[config.mk]
export PLATFORM = sky130hd
export DESIGN_NAME = fpl2_sqr
export DESIGN_NICKNAME = d
export VERILOG_FILES = /design/src/hdl/fpl2_pkg.sv /design/src/hdl/fpl2_sqr.sv
export SDC_FILE = /design/constraint.sdc
export NUM_CORES = 2
export LEC_CHECK = 0
export ABC_CLOCK_PERIOD_IN_PS = 15200
export BUFFER_PORTS_ARGS = -buffer_cell sky130_fd_sc_hd__buf_2
export CAP_MARGIN = 20
export CORE_MARGIN = 8
export CORE_UTILIZATION = 64
export DETAILED_ROUTE_END_ITERATION = 8
export GPL_TIMING_DRIVEN = 0
export PLACE_DENSITY_LB_ADDON = 0.1
export SYNTH_ARGS = -nofsm -noshare
export SYNTH_HDL_FRONTEND = slang
export SYNTH_SLANG_ARGS = --single-unit
export TNS_END_PERCENT = 10
[constraint.sdc]
create_clock -name clk -period 15.2 [get_ports clk]
set_input_delay 4.56 -clock clk [delete_from_list [all_inputs] [get_ports clk]]
set_output_delay 4.56 -clock clk [all_outputs]
set_load 0.005 [all_outputs]
[src/hdl/fpl2_pkg.sv]
// ----------------------------------------------------------------------------
// fpl2_pkg: shared types and constants for the fixed-point log2 block
// Operand and result widths, multiplier limb geometry and the
// column-ordered partial-product schedule of the squaring unit.
// ----------------------------------------------------------------------------
package fpl2_pkg;

  // Operand: 64 integer bits over 128 fraction bits
  localparam int X_INT_W     = 64;
  localparam int X_FRAC_W    = 128;
  localparam int X_W         = X_INT_W + X_FRAC_W;
  localparam int WORD_W      = 64;

  // Result
  localparam int LOG_INT_W   = 8;
  localparam int LOG_FRAC_W  = 128;
  localparam int OUT_TDATA_W = 136;   // 8 + 64 + 64, already whole bytes
  localparam int OUT_TUSER_W = 1;

  // Leading-zero count range and its step count (128, 64, ... 1)
  localparam int LZ_W        = 8;
  localparam int NORM_STEPS  = 8;
  localparam int STEP_W      = 3;

  // Squaring unit: 4 limbs of 32 bits, 16 partial products
  localparam int LIMB_W      = 32;
  localparam int N_LIMBS     = 4;
  localparam int N_PAIRS     = 16;
  localparam int PAIR_W      = 4;
  localparam int PROD_W      = 2 * LIMB_W;
  localparam int ACC_W       = 68;    // one column of four products plus carry
  localparam int COL_W       = 3;
  localparam int FRAC_CNT_W  = 7;

  // One entry of the product-scanning schedule
  typedef struct packed {
    logic [1:0] ia;
    logic [1:0] ib;
    logic       col_end;   // last product of its column
  } pair_t;

  // Partial products ordered by column i+j, lowest column first
  function automatic pair_t pair_at(input logic [PAIR_W-1:0] k);
    pair_t p;
    unique case (k)
      4'd0:  p = '{ia: 2'd0, ib: 2'd0, col_end: 1'b1};
      4'd1:  p = '{ia: 2'd0, ib: 2'd1, col_end: 1'b0};
      4'd2:  p = '{ia: 2'd1, ib: 2'd0, col_end: 1'b1};
      4'd3:  p = '{ia: 2'd0, ib: 2'd2, col_end: 1'b0};
      4'd4:  p = '{ia: 2'd1, ib: 2'd1, col_end: 1'b0};
      4'd5:  p = '{ia: 2'd2, ib: 2'd0, col_end: 1'b1};
      4'd6:  p = '{ia: 2'd0, ib: 2'd3, col_end: 1'b0};
      4'd7:  p = '{ia: 2'd1, ib: 2'd2, col_end: 1'b0};
      4'd8:  p = '{ia: 2'd2, ib: 2'd1, col_end: 1'b0};
      4'd9:  p = '{ia: 2'd3, ib: 2'd0, col_end: 1'b1};
      4'd10: p = '{ia: 2'd1, ib: 2'd3, col_end: 1'b0};
      4'd11: p = '{ia: 2'd2, ib: 2'd2, col_end: 1'b0};
      4'd12: p = '{ia: 2'd3, ib: 2'd1, col_end: 1'b1};
      4'd13: p = '{ia: 2'd2, ib: 2'd3, col_end: 1'b0};
      4'd14: p = '{ia: 2'd3, ib: 2'd2, col_end: 1'b1};
      4'd15: p = '{ia: 2'd3, ib: 2'd3, col_end: 1'b1};
      default: p = '{ia: 2'd0, ib: 2'd0, col_end: 1'b0};
    endcase
    return p;
  endfunction

endpackage

[src/hdl/fpl2_sqr.sv]
// ----------------------------------------------------------------------------
// fpl2_sqr: iterative squaring unit
// Forms the upper 128 bits of F*F for a 128-bit F with one 32x32
// multiplier, product-scanning by column: 16 products, one per cycle,
// into a column accumulator that retires one 32-bit limb per column.
// ----------------------------------------------------------------------------
module fpl2_sqr (
  input  logic                           clk,
  input  logic                           rst_n,
  input  logic                           start,
  input  logic [fpl2_pkg::X_FRAC_W-1:0]  f,
  output logic                           done,
  output logic [fpl2_pkg::X_FRAC_W-1:0]  hi
);
  import fpl2_pkg::*;

  logic              run_r;
  logic [PAIR_W-1:0] iss_r;
  logic              pv_r;
  logic              pcol_r;
  logic              plast_r;
  logic [PROD_W-1:0] prod_r;
  logic [ACC_W-1:0]  acc_r;
  logic [COL_W-1:0]  col_r;
  logic [LIMB_W-1:0] limb_r [3];
  logic              done_r;

  pair_t             pr;
  logic [LIMB_W-1:0] op_a, op_b;
  logic [ACC_W-1:0]  sum;

  // Operand limbs for the current schedule entry
  assign pr   = pair_at(iss_r);
  assign op_a = f[LIMB_W*pr.ia +: LIMB_W];
  assign op_b = f[LIMB_W*pr.ib +: LIMB_W];
  assign sum  = acc_r + ACC_W'(prod_r);

  // Issue control
  always_ff @(posedge clk) begin
    if (!rst_n) begin
      run_r  <= 1'b0;
      iss_r  <= '0;
      pv_r   <= 1'b0;
      done_r <= 1'b0;
      col_r  <= '0;
    end else begin
      done_r <= pv_r && plast_r;
      pv_r   <= run_r;
      if (start) begin
        run_r <= 1'b1;
        iss_r <= '0;
        col_r <= '0;
      end else begin
        if (run_r) begin
          iss_r <= iss_r + PAIR_W'(1);
          if (iss_r == PAIR_W'(N_PAIRS - 1)) run_r <= 1'b0;
        end
        if (pv_r && pcol_r) col_r <= col_r + COL_W'(1);
      end
    end
  end

  // Multiplier stage
  always_ff @(posedge clk) begin
    prod_r  <= {{LIMB_W{1'b0}}, op_a} * {{LIMB_W{1'b0}}, op_b};
    pcol_r  <= pr.col_end;
    plast_r <= (iss_r == PAIR_W'(N_PAIRS - 1));
  end

  // Column accumulator, limbs of columns 4..6 kept
  always_ff @(posedge clk) begin
    if (start) begin
      acc_r <= '0;
    end else if (pv_r) begin
      if (pcol_r) begin
        acc_r <= sum >> LIMB_W;
        if (col_r[2]) limb_r[col_r[1:0]] <= sum[LIMB_W-1:0];
      end else begin
        acc_r <= sum;
      end
    end
  end

  assign done = done_r;
  assign hi   = {acc_r[LIMB_W-1:0], limb_r[2], limb_r[1], limb_r[0]};

endmodule

[Word level (Yosys, flattened, before mapping)]
Memory sizes are Yosys's and may differ from the RTL's. A register that Yosys moved wholly into a read port is not among the register bits.
Index checks and enable logic that the tools add are counted.
Word-level totals
  bits in registers: 144
  bits in writable memories: 96
  bits in read-only memories: 80
  bits of input ports: 131
  output and inout port bits: 129
  word-level logic and storage cells: 33
  memories kept: 2
Memory list
  limb_r: words 3, bits a word 32, rd ports 3, clocked after Yosys merged registers in 0, write ports 1, RTL line fpl2_sqr.sv:25  | logic [LIMB_W-1:0] limb_r [3];
  (name not given): words 16, bits a word 5, rd ports 1, clocked after Yosys merged registers in 1, write ports 0, RTL line fpl2_pkg.sv:45  | unique case (k)
Operators by class
  $add $sub $neg: 3
  $mul: 1
  equal/unequal tests: 1
  shifts and indexed selects: 2
  muxes and demuxes: 11
  bitwise logic cells: 1
  reduce and logical (&&, ||, !) cells: 3
Operator list (number)
  $shiftx A128 B8 Y32: 2
  $add A68 B64 Y68: 1
  $mux W68: 1
  $mul A32 B32 Y64: 1
  $mux W1: 8
  $mux W4: 2
  $add A4 B1 Y4 const B: 1
  $eq A4 B4 Y1 const B: 1
  $add A3 B1 Y3 const B: 1
  $logic_and A1 B1 Y1: 2
  $reduce_or A2 Y1: 1
  $not A1 Y1: 1

[Logic depth before layout (Yosys ltp)]
  depth after elaboration: 5
  gate-level depth with buffers: 34
  depth with buffers taken out: 29

[Worst setup path before layout]
No wires, ideal clock.
  path kind: input-to-reg
  start: input port f[52] (netlist bit)
  end: register prod_r[61]
  library setup time: 118 ps
  arrival time: 11963 ps
  data required time: 15082 ps
  slack: 3119 ps
  stages on the path: 25
  buffers on the path: 2
  path through: mux2_2 > o21ai_1 > clkbuf_1 > nor2_1 > fa_1 > fa_1 > inv_1 > fa_1 > fa_1 > inv_1 > fa_1 > fa_1 > fa_1 > fa_1 > ha_1 > clkbuf_1 > nand2_1 > nor2_1 > or4b_1 > o221a_2 > o31ai_4 > o31ai_2 > o21ai_2 > a41oi_2 > xnor2_1
On the way
  cells in the longest elaborated chain, start to end: 2
  elaborated cells on any way between the ends: 3
  those cells by class: mul: 1; shift: 2
Ends and longest elaborated chain
  start, declared: RTL line fpl2_sqr.sv:11  | input logic [fpl2_pkg::X_FRAC_W-1:0] f,
  $shiftx A128 B8 Y32, on equally long branches: RTL line fpl2_sqr.sv:34, fpl2_sqr.sv:35
  $mul A32 B32 Y64 (*): RTL line fpl2_sqr.sv:65  | prod_r <= {{LIMB_W{1'b0}}, op_a} * {{LIMB_W{1'b0}}, op_b};
  end signal, assigned: RTL line fpl2_sqr.sv:65
  end, declared: RTL line fpl2_sqr.sv:22  | logic [PROD_W-1:0] prod_r;
Mark *: on every way between the ends. The rest lies on a longest branch, timed or not.
A chain may end at the register's enable or synchronous reset.

[Worst setup path in the final report]
  start: input port f[120] (netlist bit)
  end: register prod_r[63]
Same word-level chain as after synthesis.

==> impl_metrics.tcl <==
set metrics [dict create \
    die_area_sq_um 80600 \
    synth_cell_type_count 86 \
    violations "DRC" \
    hold_violations 0 \
    avgSynthCellArea_sq_um 8.94 \
    setup_viol 0 \
    hold_path.class "flip-flop to flip-flop" \
    hold_end "pcol_r$_DFF_P_" \
    hold_buffers 0 \
    critPathMaxFanout 10 \
    timing.hold.ws_ps 324 \
    crit_required_ps 15610 \
    status "complete, but fails checks" \
    groute.usage.overall_pct 45.1 \
    clk_path_buf_depth 3 \
    synthArstFlopShare_pct 0 \
    syn_area_sq_um 45900 \
    drc_errors 76 \
    yosysWarningCount 0 \
    grt_max_degree 33 \
    synth.most_common_cell "fa_1" \
    vias_per_cell 6.35 \
    core_area_sq_um 71200 \
    r2r.worst_path.cells 30 \
    slew-limit-headroom_pct 6.14 \
    fmax_mhz 70.4 \
    antenna_found_initial 16 \
    fp.dieW_microns 284 \
    syn_inst 5135 \
    first_iter_violations 5259 \
    top_usage_layer "met2" \
    wirelength_mm 185 \
    areaGrowthSynthToFinish_pct 8.47 \
    path_clk_slew_ps 70 \
    ant_nets 0 \
    skew_ps 16.8 \
    post_cts_buffers 0 \
    synth_flop_cell "dfxtp_1" \
    avgRoutedWirePerCell_microns 28.7 \
    vias 40957 \
    root_buffer "clkbuf_16" \
    min_path_cells 0 \
    critPathMostFrequentCell "fa_1" \
    reg2reg_from "pr[3]$_DFF_P_" \
    ys_seq_area_share_pct 12.8 \
    die_y_microns 284 \
    synthTopCellsByCount "897 x fa_1, 887 x inv_1, 693 x nor2_1" \
    cp_slowest_cell "nor4_1" \
    cts_resized 0 \
    layout.nets 6835 \
    fillCellCount 5879 \
    critPathArrivalTime_ps 14620 \
    synth_top_area_share_pct 39.1 \
    cts_buffers 22 \
    dp_hpwl_mm 153 \
    cts.sinks 245 \
    first_pass_iters 9 \
    cts_max_level 1 \
    io_pins 260 \
    worst_r2r_endpoint "prod_r[63]$_DFF_P_" \
    syn_nets 6501 \
    rows 98 \
    grt_pass1_vias 40903 \
    seq_area_sq_um 5870 \
    grt_pass1_wl_mm 266 \
    synth_edf_count 96 \
    cts_tree "done" \
    multiInputGateArea_sq_um 35500 \
    drv_cap 0 \
    yosys_register_bits 245 \
    drv_slew 0 \
    grt_util_met2_pct 61.0 \
    r2r_slack_ps 2870 \
    fin_crit_sh_pct 93.5 \
    initial_core_util_pct 64.5 \
    grt_overflow 0 \
    use_met1_pct 55.8 \
    portBuffers 259 \
    worst_hold_startpoint "pr[0]$_DFF_P_" \
    place.gp.congestion 1.14 \
    dp_cells 6374 \
    crit_path_start_kind "input pin" \
    drive_gt1_share_pct 8.88 \
    rsz0062_at_grt "no" \
    clock_latency_ps 550 \
    cp-end-kind "flip-flop" \
    fin_cells 6454 \
    synth_top_area_cell "fa_1" \
    worst_slew_pin_slew_ps 1410 \
    period_minus_slack_ps 14210 \
    synthTopCellsByArea "fa_1 39%, ha_1 9.2%, inv_1 7.2%, dfxtp_1 6.5%, edfxtp_1 6.3%" \
    fin_setup_tns_ps 0 \
    max_stage_delay_ps 910 \
    use_met3_pct 23.1 \
    critPathKind "input pin to flip-flop" \
]
-- routing by layer --
| layer | part of all wire (%) | routed length, microns |
|---|---|---|
| met4 | 8.8 | 16200 |
| met3 | 17 | 31900 |
| met2 | 39 | 72200 |
| met5 | 0.18 | 340 |
| met1 | 35 | 64500 |
-- critical path, delay by kind of cell --
family,cells,cell delay [ps]
adders and majority gates,9,4610
buffers and inverters,6,2030
AOI/OAI and AO/OA,8,1690
and+or+nand+nor,4,1350
muxes,1,210
xor gates and xnor gates,1,130
-- how the worst max path moves through the flow --
stage / startpoint / to / slack [ps] / cells past startpoint
3_5_place_dp: f[58] / prod_r[63]$_DFF_P_ / 900 / 28
4_1_cts: f[58] / prod_r[63]$_DFF_P_ / 1430 / 28
6_report: f[120] / prod_r[63]$_DFF_P_ / 990 / 29
3_3_place_gp: f[55] / prod_r[59]$_DFF_P_ / 40 / 28
5_1_grt: f[120] / prod_r[63]$_DFF_P_ / 950 / 29
2_1_floorplan: f[52] / prod_r[61]$_DFF_P_ / 3120 / 25
-- through the flow --
stage | setup slack [ps] | instance area, sq um | utilization, %
4_1_cts | 1430 | 49500 | 69.5
3_5_place_dp | 904 | 48700 | 68.4
3_3_place_gp | 37.0 | 48400 | 68.0
5_1_grt | 951 | 49800 | 69.9
6_report | 990 | 49800 | 69.9
2_1_floorplan | 3120 | 45900 | -
-- placed cells by master (no fill, tap or decap), types with 25 or more instances in the layout --
master	n
nor2_1	693
buf_4	48
xor2_1	47
o21ai_1	44
mux2i_1	70
a21o_1	92
inv_1	887
mux2_2	59
nor2b_1	25
edfxtp_1	96
dfxtp_1	149
o21ai_0	106
clkbuf_1	254
and3_1	27
o21bai_1	32
and2_1	29
ha_1	338
o21a_1	65
xnor2_1	84
nand2_1	637
a21oi_1	165
buf_2	265
fa_1	897
-- layout make-up --
type / count / share of cell area [%]
diodes: 19 / 0.0954
plain buffers: 302 / 2.54
clock buffers: 29 / 1.22
clock inverters: 11 / 0.256
inverters: 888 / 6.69
multi-input cells: 3700 / 71.2
flip-flops and latches: 245 / 11.8
well taps: 950 / 2.39
repair buffers: 310 / 3.82
-- flip-flops by register name, indices dropped and copies added (netlist names) --
register	flops
acc_r	68
col_r	3
done	1
iss_r	4
limb_r	96
pcol_r	1
plast_r	1
pr	5
prod_r	64
pv_r	1
run_r	1
-- kinds of logic after synthesis --
family / synth area share (%)
multiplexers: 3.27
XOR/XNOR: 2.50
adder cells (fa/ha/maj): 48.3
AND/OR/NAND/NOR: 13.7
AO/OA/AOI/OAI: 9.40
buffers and inverters: 10.0
flip-flops: 12.8
Power is left out: the tool's default activity adds up to more than one toggle a clock period on the data nets, which glitch-free logic cannot reach.
